## config.mk

```make
export PLATFORM = sky130hd
export DESIGN_NAME = i2c_master_bit_sequencer
export DESIGN_NICKNAME = d
export VERILOG_FILES = /design/src/rtl/i2cms_pkg.sv /design/src/rtl/i2cms_phase_gen.sv /design/src/rtl/i2c_master_bit_sequencer.sv
export SDC_FILE = /design/constraint.sdc
export NUM_CORES = 1
export LEC_CHECK = 0
export ABC_AREA = 1
export ABC_CLOCK_PERIOD_IN_PS = 1700
export BUFFER_PORTS_ARGS = -buffer_cell sky130_fd_sc_hd__buf_2
export CORE_ASPECT_RATIO = 0.75
export CORE_MARGIN = 8
export CORE_UTILIZATION = 46
export DETAILED_ROUTE_END_ITERATION = 8
export PLACE_DENSITY_LB_ADDON = 0.15
export REMOVE_ABC_BUFFERS = 1
export SYNTH_ARGS = -nofsm -noshare
export SYNTH_HDL_FRONTEND = slang
export SYNTH_SLANG_ARGS = --single-unit
export TNS_END_PERCENT = 5
```

## constraint.sdc

```tcl
create_clock -name clk -period 1.7 [get_ports clk]
set_input_delay 0 -clock clk [delete_from_list [all_inputs] [get_ports clk]]
set_output_delay 0 -clock clk [all_outputs]
set_load 0.1 [all_outputs]
```

## src/rtl/i2cms_pkg.sv

```systemverilog
// ----------------------------------------------------------------------------
// i2cms_pkg
// Shared types, command codes and the control store of the I2C master
// bit sequencer.
// ----------------------------------------------------------------------------
package i2cms_pkg;

  // command codes
  localparam logic [2:0] MODE_START  = 3'd0;
  localparam logic [2:0] MODE_STOP   = 3'd1;
  localparam logic [2:0] MODE_WRITE  = 3'd2;
  localparam logic [2:0] MODE_READ   = 3'd3;
  localparam logic [2:0] MODE_ACK    = 3'd4;
  localparam logic [2:0] MODE_NACK   = 3'd5;
  localparam logic [2:0] MODE_WAIT   = 3'd6;
  localparam logic [2:0] MODE_UNUSED = 3'd7;

  // configuration register indexes
  localparam logic CFG_PHASE_TIME  = 1'b0;
  localparam logic CFG_SAMPLE_HOLD = 1'b1;

  localparam logic [7:0] PHASE_TIME_RESET  = 8'd3;
  localparam logic [7:0] SAMPLE_HOLD_RESET = 8'd1;

  localparam int unsigned PC_W  = 5;
  localparam int unsigned CNT_W = 3;
  localparam logic [CNT_W-1:0] LAST_BIT = 3'd7;

  // SCL source select
  localparam logic [1:0] SCL_KEEP = 2'd0;
  localparam logic [1:0] SCL_LO   = 2'd1;
  localparam logic [1:0] SCL_HI   = 2'd2;

  // SDA source select
  localparam logic [2:0] SDA_KEEP = 3'd0;
  localparam logic [2:0] SDA_LO   = 3'd1;
  localparam logic [2:0] SDA_HI   = 3'd2;
  localparam logic [2:0] SDA_BIT  = 3'd3;  // MSB of the write shifter
  localparam logic [2:0] SDA_LVL  = 3'd4;  // low for ack, high for nack

  // program entry points
  localparam logic [PC_W-1:0] PC_START = 5'd0;
  localparam logic [PC_W-1:0] PC_STOP  = 5'd3;
  localparam logic [PC_W-1:0] PC_WRITE = 5'd6;
  localparam logic [PC_W-1:0] PC_READ  = 5'd9;
  localparam logic [PC_W-1:0] PC_READ_LOOP = 5'd10;
  localparam logic [PC_W-1:0] PC_ACK   = 5'd13;
  localparam logic [PC_W-1:0] PC_WAIT  = 5'd17;
  localparam logic [PC_W-1:0] PC_NONE  = 5'd0;

  typedef struct packed {
    logic [2:0] mode;
    logic [7:0] write_byte;
    logic [7:0] sda_samples;
  } in_word_t;

  typedef struct packed {
    logic       scl_level;
    logic       sda_level;
    logic [7:0] hold_us;
    logic [7:0] read_data;
    logic       ack_seen;
    logic       last_phase;
  } out_word_t;

  typedef struct packed {
    logic [1:0]      scl_sel;
    logic [2:0]      sda_sel;
    logic            hold_sample;  // use the sample hold instead of phase time
    logic            loop_back;    // jump to target until eight bits are done
    logic            last;         // final step of the command
    logic [PC_W-1:0] target;
  } ucode_t;

  // line context handed to the phase datapath
  typedef struct packed {
    logic       scl_now;
    logic       sda_now;
    logic       wbit;
    logic [2:0] mode;
    logic [7:0] samples;
    logic [7:0] phase_time;
    logic [7:0] sample_hold;
    logic       at_end;
  } phase_ctx_t;

  function automatic ucode_t mk(input logic [1:0] scl, input logic [2:0] sda,
                                input logic hs, input logic lb, input logic lst,
                                input logic [PC_W-1:0] tgt);
    ucode_t u;
    u.scl_sel     = scl;
    u.sda_sel     = sda;
    u.hold_sample = hs;
    u.loop_back   = lb;
    u.last        = lst;
    u.target      = tgt;
    return u;
  endfunction

  // control store, one word per phase step
  function automatic ucode_t ucode_rom(input logic [PC_W-1:0] pc);
    ucode_t u;
    case (pc)
      // start
      5'd0:  u = mk(SCL_HI,   SDA_HI,   1'b0, 1'b0, 1'b0, PC_NONE);
      5'd1:  u = mk(SCL_HI,   SDA_LO,   1'b0, 1'b0, 1'b0, PC_NONE);
      5'd2:  u = mk(SCL_LO,   SDA_LO,   1'b0, 1'b0, 1'b1, PC_NONE);
      // stop
      5'd3:  u = mk(SCL_KEEP, SDA_LO,   1'b0, 1'b0, 1'b0, PC_NONE);
      5'd4:  u = mk(SCL_HI,   SDA_LO,   1'b0, 1'b0, 1'b0, PC_NONE);
      5'd5:  u = mk(SCL_HI,   SDA_HI,   1'b0, 1'b0, 1'b1, PC_NONE);
      // write byte, one bit per pass
      5'd6:  u = mk(SCL_KEEP, SDA_BIT,  1'b0, 1'b0, 1'b0, PC_NONE);
      5'd7:  u = mk(SCL_HI,   SDA_BIT,  1'b0, 1'b0, 1'b0, PC_NONE);
      5'd8:  u = mk(SCL_LO,   SDA_BIT,  1'b0, 1'b1, 1'b1, PC_WRITE);
      // read byte
      5'd9:  u = mk(SCL_KEEP, SDA_HI,   1'b0, 1'b0, 1'b0, PC_NONE);
      5'd10: u = mk(SCL_HI,   SDA_HI,   1'b0, 1'b0, 1'b0, PC_NONE);
      5'd11: u = mk(SCL_HI,   SDA_HI,   1'b1, 1'b0, 1'b0, PC_NONE);
      5'd12: u = mk(SCL_LO,   SDA_HI,   1'b0, 1'b1, 1'b1, PC_READ_LOOP);
      // ack / nack
      5'd13: u = mk(SCL_LO,   SDA_KEEP, 1'b0, 1'b0, 1'b0, PC_NONE);
      5'd14: u = mk(SCL_LO,   SDA_LVL,  1'b0, 1'b0, 1'b0, PC_NONE);
      5'd15: u = mk(SCL_HI,   SDA_LVL,  1'b0, 1'b0, 1'b0, PC_NONE);
      5'd16: u = mk(SCL_LO,   SDA_LVL,  1'b0, 1'b0, 1'b1, PC_NONE);
      // wait ack
      5'd17: u = mk(SCL_LO,   SDA_KEEP, 1'b0, 1'b0, 1'b0, PC_NONE);
      5'd18: u = mk(SCL_LO,   SDA_HI,   1'b0, 1'b0, 1'b0, PC_NONE);
      5'd19: u = mk(SCL_HI,   SDA_HI,   1'b0, 1'b0, 1'b0, PC_NONE);
      5'd20: u = mk(SCL_LO,   SDA_HI,   1'b0, 1'b0, 1'b1, PC_NONE);
      default: u = mk(SCL_KEEP, SDA_KEEP, 1'b0, 1'b0, 1'b1, PC_NONE);
    endcase
    return u;
  endfunction

  function automatic logic [PC_W-1:0] entry_pc(input logic [2:0] mode);
    logic [PC_W-1:0] pc;
    case (mode)
      MODE_START: pc = PC_START;
      MODE_STOP:  pc = PC_STOP;
      MODE_WRITE: pc = PC_WRITE;
      MODE_READ:  pc = PC_READ;
      MODE_ACK:   pc = PC_ACK;
      MODE_NACK:  pc = PC_ACK;
      MODE_WAIT:  pc = PC_WAIT;
      default:    pc = PC_NONE;
    endcase
    return pc;
  endfunction

endpackage

```

## src/rtl/i2cms_phase_gen.sv

```systemverilog
// ----------------------------------------------------------------------------
// i2cms_phase_gen
// Datapath that turns one control word and the line context into one phase.
// ----------------------------------------------------------------------------
module i2cms_phase_gen (
  input  i2cms_pkg::ucode_t     ctrl,
  input  i2cms_pkg::phase_ctx_t ctx,
  output i2cms_pkg::out_word_t  phase
);

  logic scl;
  logic sda;

  always_comb begin
    case (ctrl.scl_sel)
      i2cms_pkg::SCL_LO: scl = 1'b0;
      i2cms_pkg::SCL_HI: scl = 1'b1;
      default:           scl = ctx.scl_now;
    endcase
  end

  always_comb begin
    case (ctrl.sda_sel)
      i2cms_pkg::SDA_LO:  sda = 1'b0;
      i2cms_pkg::SDA_HI:  sda = 1'b1;
      i2cms_pkg::SDA_BIT: sda = ctx.wbit;
      i2cms_pkg::SDA_LVL: sda = (ctx.mode == i2cms_pkg::MODE_NACK);
      default:            sda = ctx.sda_now;
    endcase
  end

  always_comb begin
    phase.scl_level  = scl;
    phase.sda_level  = sda;
    phase.hold_us    = ctrl.hold_sample ? ctx.sample_hold : ctx.phase_time;
    phase.read_data  = (ctx.at_end && ctx.mode == i2cms_pkg::MODE_READ) ?
                       ctx.samples : 8'd0;
    // ack when the slave held SDA low
    phase.ack_seen   = ctx.at_end && (ctx.mode == i2cms_pkg::MODE_WAIT) &&
                       !ctx.samples[0];
    phase.last_phase = ctx.at_end;
  end

endmodule

```

## src/rtl/i2c_master_bit_sequencer.sv

```systemverilog
// ----------------------------------------------------------------------------
// i2c_master_bit_sequencer
// Bit-level I2C master: one command word in, a run of timed SCL/SDA phase
// words out, driven by a small microprogram.
// ----------------------------------------------------------------------------
//  channel  dir  handshake            payload
//  in       in   in_valid / in_stall  i2cms_pkg::in_word_t
//  out      out  out_valid/ out_stall out_word_t
//  cfg      in   cfg_we               cfg_addr (1b), cfg_wdata (8b)
//
// One phase word leaves per cycle while the output is not stalled: start and
// stop give 3 words, ack/nack/wait-ack 4, write 24, read 25, stepped by the
// microprogram step counter. The command is taken before its first phase
// word is made; the unused code is taken and gives no phase words.
// The next command is taken at the edge after the last phase enters the
// output register. Reset is synchronous; both lines come up high.
// An output stall freezes the step counter.
// ----------------------------------------------------------------------------
module i2c_master_bit_sequencer (
  input  logic                 clk,
  input  logic                 rst,
  input  logic                 in_valid,
  output logic                 in_stall,
  input  i2cms_pkg::in_word_t  in_data,
  output logic                 out_valid,
  input  logic                 out_stall,
  output i2cms_pkg::out_word_t out_data,
  input  logic                 cfg_we,
  input  logic                 cfg_addr,
  input  logic [7:0]           cfg_wdata
);

  logic                             busy;
  logic [i2cms_pkg::PC_W-1:0]       pc;
  logic [i2cms_pkg::CNT_W-1:0]      bit_cnt;
  logic [2:0]                       mode;
  logic [7:0]                       wshift;
  logic [7:0]                       samples;
  logic                             scl_now;
  logic                             sda_now;
  logic [7:0]                       phase_time;
  logic [7:0]                       sample_hold;

  i2cms_pkg::ucode_t     ctrl;
  i2cms_pkg::phase_ctx_t ctx;
  i2cms_pkg::out_word_t  phase;
  logic                  loop_taken;
  logic                  at_end;
  logic                  advance;
  logic                  in_take;

  assign ctrl       = i2cms_pkg::ucode_rom(pc);
  assign loop_taken = ctrl.loop_back && (bit_cnt != i2cms_pkg::LAST_BIT);
  assign at_end     = ctrl.last && !loop_taken;
  assign advance    = busy && (!out_valid || !out_stall);
  assign in_stall   = busy;
  assign in_take    = in_valid && !busy;

  always_comb begin
    ctx.scl_now     = scl_now;
    ctx.sda_now     = sda_now;
    ctx.wbit        = wshift[7];
    ctx.mode        = mode;
    ctx.samples     = samples;
    ctx.phase_time  = phase_time;
    ctx.sample_hold = sample_hold;
    ctx.at_end      = at_end;
  end

  i2cms_phase_gen u_phase_gen (
    .ctrl  (ctrl),
    .ctx   (ctx),
    .phase (phase)
  );

  always_ff @(posedge clk) begin
    if (rst) begin
      busy        <= 1'b0;
      out_valid   <= 1'b0;
      scl_now     <= 1'b1;
      sda_now     <= 1'b1;
      phase_time  <= i2cms_pkg::PHASE_TIME_RESET;
      sample_hold <= i2cms_pkg::SAMPLE_HOLD_RESET;
      pc          <= i2cms_pkg::PC_NONE;
      bit_cnt     <= '0;
    end else begin
      if (cfg_we) begin
        if (cfg_addr == i2cms_pkg::CFG_PHASE_TIME) begin
          phase_time <= cfg_wdata;
        end else begin
          sample_hold <= cfg_wdata;
        end
      end

      if (out_valid && !out_stall && !advance) begin
        out_valid <= 1'b0;
      end

      if (in_take) begin
        pc      <= i2cms_pkg::entry_pc(in_data.mode);
        bit_cnt <= '0;
        // unused command code drives nothing
        busy    <= (in_data.mode != i2cms_pkg::MODE_UNUSED);
      end

      if (advance) begin
        out_valid <= 1'b1;
        scl_now   <= phase.scl_level;
        sda_now   <= phase.sda_level;
        if (loop_taken) begin
          pc      <= ctrl.target;
          bit_cnt <= bit_cnt + 1'b1;
        end else if (at_end) begin
          busy <= 1'b0;
        end else begin
          pc <= pc + 1'b1;
        end
      end
    end
  end

  // payload registers
  always_ff @(posedge clk) begin
    if (in_take) begin
      mode    <= in_data.mode;
      wshift  <= in_data.write_byte;
      samples <= in_data.sda_samples;
    end else if (advance && loop_taken) begin
      wshift <= {wshift[6:0], 1'b0};
    end
    if (advance) begin
      out_data <= phase;
    end
  end

endmodule

```

# After elaboration in Yosys (flattened, before gate mapping)
# Memory sizes are Yosys's and may differ from the RTL's. A register that Yosys moved wholly into a read port is not among the register bits.
# Cells that the tools add are included.
# W data, S select, Z words.
dict set report classes {
  addsub 2
  eq_ne 17
  n_mux 20
  n_bitwise 1
  n_reduce_logical 22
}
# operator n
set op_table {}
lappend op_table {{$mux W5} 5}
lappend op_table {{$pmux W5 S5} 1}
lappend op_table {{$mux W8} 3}
lappend op_table {{$eq A3 B3 Y1 const B} 6}
lappend op_table {{$eq A3 B2 Y1 const B} 5}
lappend op_table {{$logic_and A1 B1 Y1} 10}
lappend op_table {{$mux W3} 3}
lappend op_table {{$eq A3 B1 Y1 const B} 2}
lappend op_table {{$logic_not A1 Y1} 6}
lappend op_table {{$mux W1} 6}
lappend op_table {{$ne A3 B3 Y1 const B} 2}
lappend op_table {{$add A5 B1 Y5 const B} 1}
lappend op_table {{$pmux W1 S4} 1}
lappend op_table {{$reduce_and A2 Y1} 2}
lappend op_table {{$reduce_bool A2 Y1} 2}
lappend op_table {{$add A3 B1 Y3 const B} 1}
lappend op_table {{$eq A2 B1 Y1 const B} 1}
lappend op_table {{$eq A2 B2 Y1 const B} 1}
lappend op_table {{$pmux W1 S2} 1}
lappend op_table {{$reduce_or A2 Y1} 1}
lappend op_table {{$logic_or A1 B1 Y1} 1}
lappend op_table {{$not A1 Y1} 1}
dict set report totals {
  register_bits 67
  romBits 352
  inputBits 33
  elab_cells 80
  mem_count 1
}
# name depth width read_ports rd_ports_with_merged_regs wr line_no
set memory_table {}
lappend memory_table {{(name not given)} 32 11 1 1 0 i2cms_pkg.sv:103} ;# case (pc)

# Longest topological paths before layout
# Gate-level depths: netlist of the first run.
dict set report logic_depth {
  depth_word 8
  mapped_depth 14
  depth_no_buf 14
}

# By module
# Synthesis of the first run repeated with hierarchy kept, for this count alone.
dict set report hier_totals {
  hier_cells 383
  hier_area_um2 3513.4
}
# module n_inst cells_each area_per_inst_um2
set by_module_without_submodules {}
lappend by_module_without_submodules {i2c_master_bit_sequencer 1 336 3194.3}
lappend by_module_without_submodules {i2cms_phase_gen 1 47 319.1}

# Worst setup path after synthesis of the first run
# Ideal clock, no wire load.
dict set report synth_path {
  path_kind {register to register}
  startpoint {register out_valid}
  endpoint {register, netlist name ctrl[11]}
  setup_ns 0.120
  t_arrival_ns 2.443
  t_required_ns 1.580
  path_slack_ns -0.863
  stages_incl_launch_ff 12
  n_path_buf 0
  synth_period_minus_slack_ns 2.563
  cell_sequence {dfxtp_1 > nand2_1 > nand2_4 > clkinv_2 > nand2_2 > nor2_4 > nor2_8 > inv_2 > nand2_2 > inv_2 > nand3_1 > nand3_1}
}
dict set report synth_via {
  elab_chain_cells 5
}
# element line_no
set synth_rtl {}
lappend synth_rtl {{from (decl)} i2c_master_bit_sequencer.sv:25} ;# output logic out_valid,
lappend synth_rtl {{from (signal assigned)} i2c_master_bit_sequencer.sv:79} ;# out_valid <= 1'b0;
lappend synth_rtl {{from (signal assigned)} i2c_master_bit_sequencer.sv:96} ;# out_valid <= 1'b0;
lappend synth_rtl {{from (signal assigned)} i2c_master_bit_sequencer.sv:107} ;# out_valid <= 1'b1;
lappend synth_rtl {{$logic_not A1 Y1} i2c_master_bit_sequencer.sv:55} ;# assign advance = busy && (!out_valid || !out_stall);
lappend synth_rtl {{$logic_or A1 B1 Y1} i2c_master_bit_sequencer.sv:55}
lappend synth_rtl {{$logic_and A1 B1 Y1} i2c_master_bit_sequencer.sv:55}
lappend synth_rtl {{named net advance} i2c_master_bit_sequencer.sv:49} ;# logic advance;
lappend synth_rtl {{$mux W5} i2c_master_bit_sequencer.sv:106} ;# if (advance) begin
lappend synth_rtl {{$mux W5 (no line)} --}
# The timed path passes the listed nets, and every way through them passes these cells.
# A chain may end at the register's enable or synchronous reset.

# Final worst setup path of the first run
dict set report layout_path {
  startpoint {register bit_cnt[1] (netlist bit)}
  endpoint {register, netlist name ctrl[8]}
}
dict set report layout_via {
  elab_chain_cells 8
}
# element line_no
set layout_rtl {}
lappend layout_rtl {{from (decl)} i2c_master_bit_sequencer.sv:35} ;# logic [i2cms_pkg::CNT_W-1:0] bit_cnt;
lappend layout_rtl {{from (signal assigned)} i2c_master_bit_sequencer.sv:112} ;# bit_cnt <= bit_cnt + 1'b1;
lappend layout_rtl {{$ne A3 B3 Y1 (*)} i2c_master_bit_sequencer.sv:53} ;# assign loop_taken = ctrl.loop_back && (bit_cnt != i2cms_pkg::LAST_BIT);
lappend layout_rtl {{$logic_and A1 B1 Y1 (*)} i2c_master_bit_sequencer.sv:53}
lappend layout_rtl {{$logic_not A1 Y1} i2c_master_bit_sequencer.sv:54} ;# assign at_end = ctrl.last && !loop_taken;
lappend layout_rtl {{$logic_and A1 B1 Y1} i2c_master_bit_sequencer.sv:54}
lappend layout_rtl {{$mux W5} i2c_master_bit_sequencer.sv:113} ;# end else if (at_end) begin
lappend layout_rtl {{$mux W5 (*)} i2c_master_bit_sequencer.sv:110} ;# if (loop_taken) begin
lappend layout_rtl {{$mux W5 (*)} i2c_master_bit_sequencer.sv:106}
lappend layout_rtl {{$mux W5 (no line) (*)} --}
# Every way passes the cells marked *; elsewhere a longest branch is shown, timed or not.

==> metrics.md, run 1 <==
| Metric | Value |
|---|---|
| Sequential area share after synthesis | `0.565` |
| Initial antenna violation count | `0` |
| Final core occ | `0.626` |
| P per Cell Area | `1180 mW/mm^2` |
| CTS max path bufs | `2` |
| Register bit count reported by yosys | `77` |
| Internal | `3.45 mW` |
| First-pass GRT wire length | `12,400 um` |
| P&R area growth vs syn | `32.9%` |
| Die W | `116 um` |
| Largest net degree at the start of global routing | `23` |
| Clock transition at path regs | `0.08 ns` |
| Most common cell after layout, fill and taps aside | `nand2_1` |
| Clk_skew | `0.0134 ns` |
| Main area contributors after synthesis | `edfxtp_1 34%, dfxtp_1 22%, nand2_1 9.2%` |
| Die Ht | `between 90 and 100 um` |
| Total power | `5.36 mW` |
| RePlAce Congestion | `0.887` |
| Dpl hpwl | `5210 um` |
| Nets | `515` |
| Critical path's most frequent cell | `nand2_4` |
| Core footprint | `0.00726 sq mm` |
| Sink Count | `77` |
| # diodes | `0` |
| Post-Syn Instances | `366` |
| Grt total ovfl | `0` |
| Worst R2R Path Depth | `14` |
| Routed vias/inst | `4.70` |
| Worst Hold Launch | `cfg_addr` |
| Yosys top cell area share | `0.342` |
| Non-filler instance count after layout | `584` |
| Yosys Warn Count | `0` |
| Via count | `2,746` |
| Slew headroom | `0.625` |
| Final period util | `0.995` |
| Initial drt markers | `roughly 180` |
| Crit-path slowest cell | `dfxtp_2` |
| Final count of negative-setup-slack endpoints | `0` |
| Routed WL per cell | `12.7 um` |
| Max_cap viols | `0` |
| Total die area | `~0.010 sq mm` |
| Cell variety after synth | `33` |
| Leading area contributor after synthesis | `edfxtp_1` |
| Worst-path cell chain | `ha_4, ha_4, inv_2, nand2_4, nor2_8, nor2_4, nand2_4, nor2_8, inv_4, nand2_4, nor2_2, nand2_1, nand2_1, nor2_1` |
| Tmin final | `around 1.7 ns` |
| Leakage | `roughly 2.0 nW` |
| CP max FO | `6` |
| FMAX | `roughly 600 MHz` |
| Root Buffer | `clkbuf_8` |
| DRC Markers | `0` |
| CP Data Required Time | `1.98 ns` |
| Input/output buffers | `54` |
| Final instance area | `between 0.004 and 0.005 sq mm` |
| Total Wirelength | `approximately 7400 um` |
| Power share of the combinational group | `0.310` |
| Total track usage | `0.149` |
| Max incr delay on CP | `0.35 ns` |
| Switch Pwr | `1.91 mW` |
| Critical path startpoint category | `register` |
| Cells after DPL | `539` |
| Slew Limit Fails | `0` |
| CP arrival | `1.97 ns` |
| First-pass DRT Iterations | `4` |
| Slew @ Worst Pin | `between 0.5 and 0.6 ns` |
| Placed Area | `0.00399 sq mm` |
| Setup slack after layout | `0.00805 ns` |
| Outcome | `complete, no violations` |
| Vias in the first global route | `between 2,000 and 3,000` |
| Antenna Nets Post-Route | `0` |
| CTS tree | `built` |
| R2R Path Start | `bit_cnt[1]$_SDFF_PP0_` |
| Fin Setup TNS | `0 ns` |
| Synth Cell Area | `0.00342 sq mm` |
| Syn avg cell area | `9.35 sq um` |
| Tightest Hold Check Type | `input pin to register` |
| Crit path kind | `register to register` |
| Skew-Pair Late Insertion Delay | `0.35 ns` |
| Maximum VDD drop | `0.634 mV` |
| Sequential fraction of design power | `0.435` |
| Hold Crit Depth | `3` |
| Cts bufs inserted | `9` |
| Initial Utilization | `0.471` |
| Worst setup EP type | `register` |
| Commonest non-fill, non-tap cells in the layout | `77 x nand2_1, 54 x buf_2, 39 x edfxtp_1, 38 x nor2_1, 37 x inv_1` |
| Switching portion of total power | `0.357` |
| Share of layout cells above drive strength 1 | `0.321` |
| Hold Fails Final Rpt | `0` |
| Clk pwr share | `0.256` |
| Worst Hold Slack | `0.0272 ns` |
| Worst slack at placement | `-0.159 ns` |
| # IOs | `55` |
| Worst Setup SP | `bit_cnt[1]$_SDFF_PP0_` |
| Core Rows | `27` |
| Unrepaired setup endpoints after global routing | `true` |
| H-tree Lvls | `3` |
-- cell type report --
cell class	count	area, sq um
flip-flops and latches	77	1940
clock inverters	6	71.3
multi-input cells	237	1350
well taps	101	126
repair buffers	106	753
inverters	47	183
clock buffers	10	128
fillers	613	2720
-- registers in the layout, indices dropped and copies added (netlist names) --
| name | cells |
|---|---|
| samples | 8 |
| wshift | 8 |
| scl_now | 1 |
| sda_now | 1 |
| in_stall | 1 |
| pc | 5 |
| out_data | 20 |
| mode | 3 |
| out_valid | 1 |
| bit_cnt | 3 |
| phase_time | 8 |
| ctrl | 10 |
| sample_hold | 8 |
-- power by group through the flow --
stage	registers [mW]	logic (mW)	clock network (mW)
after floorplan	2.75	0.725	0
after global placement	2.37	1.54	0
after detailed placement	2.37	1.54	0
after CTS	2.33	1.65	1.42
after global routing	2.36	1.80	1.49
final	2.33	1.66	1.37
-- path summary, 6_finish.rpt --
check	slack (ns)	end
max	0.008	ctrl[8]$_SDFF_PP0_
min	0.03	phase_time[1]$_SDFFE_PP1P_
max reg2reg	0.008	ctrl[8]$_SDFF_PP0_
min reg2reg	0.45	phase_time[7]$_SDFFE_PP0P_
-- worst max-delay path, delay by kind of cell, from the launching register on --
family	cells	cell delay (ns)
adder cells (fa/ha/maj)	2	0.26
buffers and inverters	2	0.11
flip-flops	1	0.35
AND/OR/NAND/NOR	10	0.89
-- per-layer routing --
metal,global-route usage,up-vias,part of all wire
li1,-,1420,-
met1,0.200,1242,0.46
met2,0.227,78,0.46
met3,0.0481,6,0.071
met4,0.0327,0,0.0063
met5,0,-,0
-- synthesized netlist by cell type, drive strengths merged --
| master | instances |
|---|---|
| clkbuf | 3 |
| or2 | 1 |
| nor3 | 1 |
| edfxtp | 39 |
| inv | 45 |
| nand3 | 30 |
| o21ai | 27 |
| dfxtp | 38 |
| o211ai | 2 |
| o41ai | 1 |
| nand4 | 3 |
| clkinv | 2 |
| nor2 | 50 |
| a21oi | 16 |
| o31ai | 1 |
| buf | 3 |
| mux2 | 1 |
| nor4 | 1 |
| nand2 | 98 |
| ha | 4 |
-- repair_timing --
item                                    4_1_cts  5_1_grt
pin swaps                                     8        7
endpoints found under the hold margin        35        0
hold buffers                                 27        0
resized for setup                            15       11
gates cloned                                  1        0
buffers inserted                              1        0
endpoints found under the setup margin       27       28
-- cells by family (layout without fill, tap and decap cells) --
family          after synthesis  count (layout)  share of synthesized area
mux                           1               1                    0.00329
flops                        77              77                      0.565
fa+ha+maj                     4               4                     0.0146
compound gates               47              47                     0.0753
buf+inv                      53             169                     0.0647
simple gates                184             185                      0.278
Power figures use the tool's default switching activity.
==> run 2, diff against run 1 <==
- CTS_CLUSTER_DIAMETER: unset -> 30
- PLACE_DENSITY: unset -> 0.7
- PLACE_DENSITY_LB_ADDON: 0.15 -> unset
==> run 2 against run 1 <==
Effect of this change: the flow now finishes with violations (setup timing); worst hold slack worse by 0.012 ns; wire length up 1.8%; register-to-register slack worse by 0.04 ns; first-iteration DRC count down 27%; global-route usage down 0.079 points; die area unchanged; setup slack worse by 0.038 ns; non-clock buffer count up 3; flip-flop and latch count unchanged; clock-buffer cell count unchanged; final area up 1.7%; critical path depth down 1; largest cell class unchanged; highest routed layer unchanged.
==> metrics.md, run 2 (same netlist as run 1, synthesis figures left out) <==
| Metric | Value |
|---|---|
| CTS tree | `built (unchanged)` |
| Leakage | `2.05 nW (was 2.02 nW)` |
| Routed vias/inst | `4.69 (was 4.70)` |
| Multi-input gate area | `0.00141 sq mm (was 0.00135 sq mm)` |
| Wire length on met1 | `3390 um (was 3460 um)` |
| Cts bufs inserted | `9 (unchanged)` |
| CP max FO | `5 (was 6)` |
| Slew @ Worst Pin | `0.487 ns (was 0.561 ns)` |
| FMAX | `578 MHz (was 591 MHz)` |
| Dpl hpwl | `5150 um (was 5210 um)` |
| Clock transition at path regs | `0.08 ns (about the same)` |
| DR WL met2 | `3600 um (was 3410 um)` |
| Initial Utilization | `0.471 (unchanged)` |
| Most flops, register | `out_data (unchanged)` |
| Die W | `116 um (unchanged)` |
| First-pass GRT wire length | `12,300 um (was 12,400 um)` |
| Maximum VDD drop | `0.614 mV (was 0.634 mV)` |
| Largest net degree at the start of global routing | `23 (unchanged)` |
| Grt total ovfl | `0 (unchanged)` |
| Final period util | `1.02 (was 0.995)` |
| Nets | `519 (was 515)` |
| CP arrival | `1.97 ns (about the same)` |
| Crit path kind | `register to register (unchanged)` |
| P per Cell Area | `1180 mW/mm^2 (about the same)` |
| Worst Hold Slack | `0.0152 ns (was 0.0272 ns)` |
| # diodes | `0 (unchanged)` |
| Critical path startpoint category | `register (unchanged)` |
| Via count | `2,757 (was 2,746)` |
| Most common cell after layout, fill and taps aside | `nand2_1 (unchanged)` |
| Antenna Nets Post-Route | `0 (unchanged)` |
| Share of layout cells above drive strength 1 | `0.343 (was 0.321)` |
| RePlAce Congestion | `0.958 (was 0.887)` |
| CTS max path bufs | `2 (unchanged)` |
| Routed WL per cell | `12.9 um (was 12.7 um)` |
| H-tree Lvls | `3 (unchanged)` |
| DRC Markers | `0 (unchanged)` |
| # IOs | `55 (unchanged)` |
| Slew Limit Fails | `0 (unchanged)` |
| Root Buffer | `clkbuf_8 (unchanged)` |
| Max_cap viols | `0 (unchanged)` |
| Vias in the first global route | `2,667 (was 2,606)` |
| Total die area | `0.0105 sq mm (unchanged)` |
| Outcome | `finished with violations (was complete, no violations)` |
| Commonest non-fill, non-tap cells in the layout | `75 x nand2_1, 54 x buf_2, 39 x edfxtp_1, 38 x nor2_1, 36 x inv_1 (was 77 x nand2_1, 54 x buf_2, 39 x edfxtp_1, 38 x nor2_1, 37 x inv_1)` |
| Fin Setup TNS | `-0.0494 ns (was 0 ns)` |
| DR top layer | `met4 (unchanged)` |
| Reg area | `0.00194 sq mm (unchanged)` |
| Violated checks | `setup timing` |
| Core Rows | `27 (unchanged)` |
| Sink Count | `77 (unchanged)` |
| Fill cells | `585 (was 613)` |
| CP Data Required Time | `1.94 ns (was 1.98 ns)` |
| Tightest Hold Check Type | `input pin to register (unchanged)` |
| Total Wirelength | `7580 um (was 7440 um)` |
| Setup slack after layout | `-0.0297 ns (was 0.00805 ns)` |
| Worst setup EP type | `register (unchanged)` |
| Skew-Pair Late Insertion Delay | `0.35 ns (about the same)` |
| Tmin final | `1.73 ns (was 1.69 ns)` |
| Unrepaired setup endpoints after global routing | `true (unchanged)` |
| P&R area growth vs syn | `35.2% (was 32.9%)` |
| Input/output buffers | `54 (unchanged)` |
| Clk_skew | `0.0111 ns (was 0.0134 ns)` |
| Initial drt markers | `134 (was 184)` |
| Max reg flops | `20 (unchanged)` |
| Flop-to-flop setup slack | `-0.03 ns (was 0.008 ns)` |
| Final count of negative-setup-slack endpoints | `3 (was 0)` |
| Met3 wire length | `479 um (was 527 um)` |
| Core footprint | `0.00726 sq mm (unchanged)` |
| Die Ht | `90.7 um (unchanged)` |
| Total track usage | `0.148 (was 0.149)` |
| First-pass DRT Iterations | `4 (unchanged)` |
| Initial antenna violation count | `0 (unchanged)` |
| Hold Fails Final Rpt | `0 (unchanged)` |
| Slew headroom | `0.675 (was 0.625)` |
run 2: cell types whose count changed in the layout (fill, tap and decap cells not counted), moves of 2 or more:
| cell | previous run | this run |
|---|---|---|
| nand3_1 | 23 | 18 |
| nor2_4 | 5 | 7 |
| buf_4 | 23 | 27 |
| nand2_1 | 77 | 75 |
| nand3_2 | 5 | 10 |
run 2: where the power goes:
part	switching [mW]	leakage, nW	internal (mW)
combinational	1.16	1.27	0.574
clock	0.684	0.0895	0.688
sequential	0.131	0.686	2.22
total	1.97	2.05	3.48
run 2: metal layers:
layer / vias up / track usage
met5: - / 0
met4: 0 / 0.0480
met3: 13 / 0.0521
met2: 60 / 0.233
met1: 1257 / 0.184
li1: 1427 / -
run 2: area by class of cell:
type	instances	share of cell area
Sequential cell	77	0.419
Multi-Input combinational cell	238	0.305
Timing Repair Buffer	109	0.165
Inverter	47	0.0411
Clock buffer	10	0.0276
Tap cell	101	0.0273
Clock inverter	6	0.0151
run 2: what timing repair did:
action                     in CTS  in global routing
resized for setup              14                 27
cloned                          1                  1
pin swaps                       6                 18
setup endpoints to repair      28                 23
hold buffers                   27                  0
buffers inserted                0                  7
hold endpoints to repair       35                  0
run 2: final timing paths:
path / start / end / cells after the start
hold / removal: cfg_addr / phase_time[0]$_SDFFE_PP1P_ / 3
hold reg to reg: phase_time[5]$_SDFFE_PP0P_ / phase_time[5]$_SDFFE_PP0P_ / 2
setup / recovery: bit_cnt[1]$_SDFF_PP0_ / ctrl[5]$_DFF_P_ / 13
setup reg to reg: bit_cnt[1]$_SDFF_PP0_ / ctrl[5]$_DFF_P_ / 13
run 2: stage by stage:
| stage | instance area (sq um) | cells | total power, mW | util | setup slack (ns) |
|---|---|---|---|---|---|
| global route | 4630 | 588 | 5.73 | 0.637 | -0.130 |
| global placement | 3950 | 536 | 3.87 | 0.544 | -0.116 |
| finish | 4630 | 588 | 5.45 | 0.637 | -0.0297 |
| CTS | 4470 | 580 | 5.36 | 0.615 | 0.00330 |
| floorplan | 3380 | 360 | 3.48 | - | -0.863 |
| detailed placement | 3950 | 536 | 3.90 | 0.544 | -0.170 |
run 2: worst max-delay path, cell delays in order, from the launching register on:
cell	delay, ns
dfxtp_2	0.36
ha_4	0.14
ha_4	0.12
inv_2	0.04
nand2_4	0.10
nor2_8	0.07
nor2_4	0.14
nand2_4	0.08
nor2_8	0.15
clkinv_4	0.10
nand2_8	0.10
nand3_2	0.09
nand2_2	0.07
nand3_2	0.05
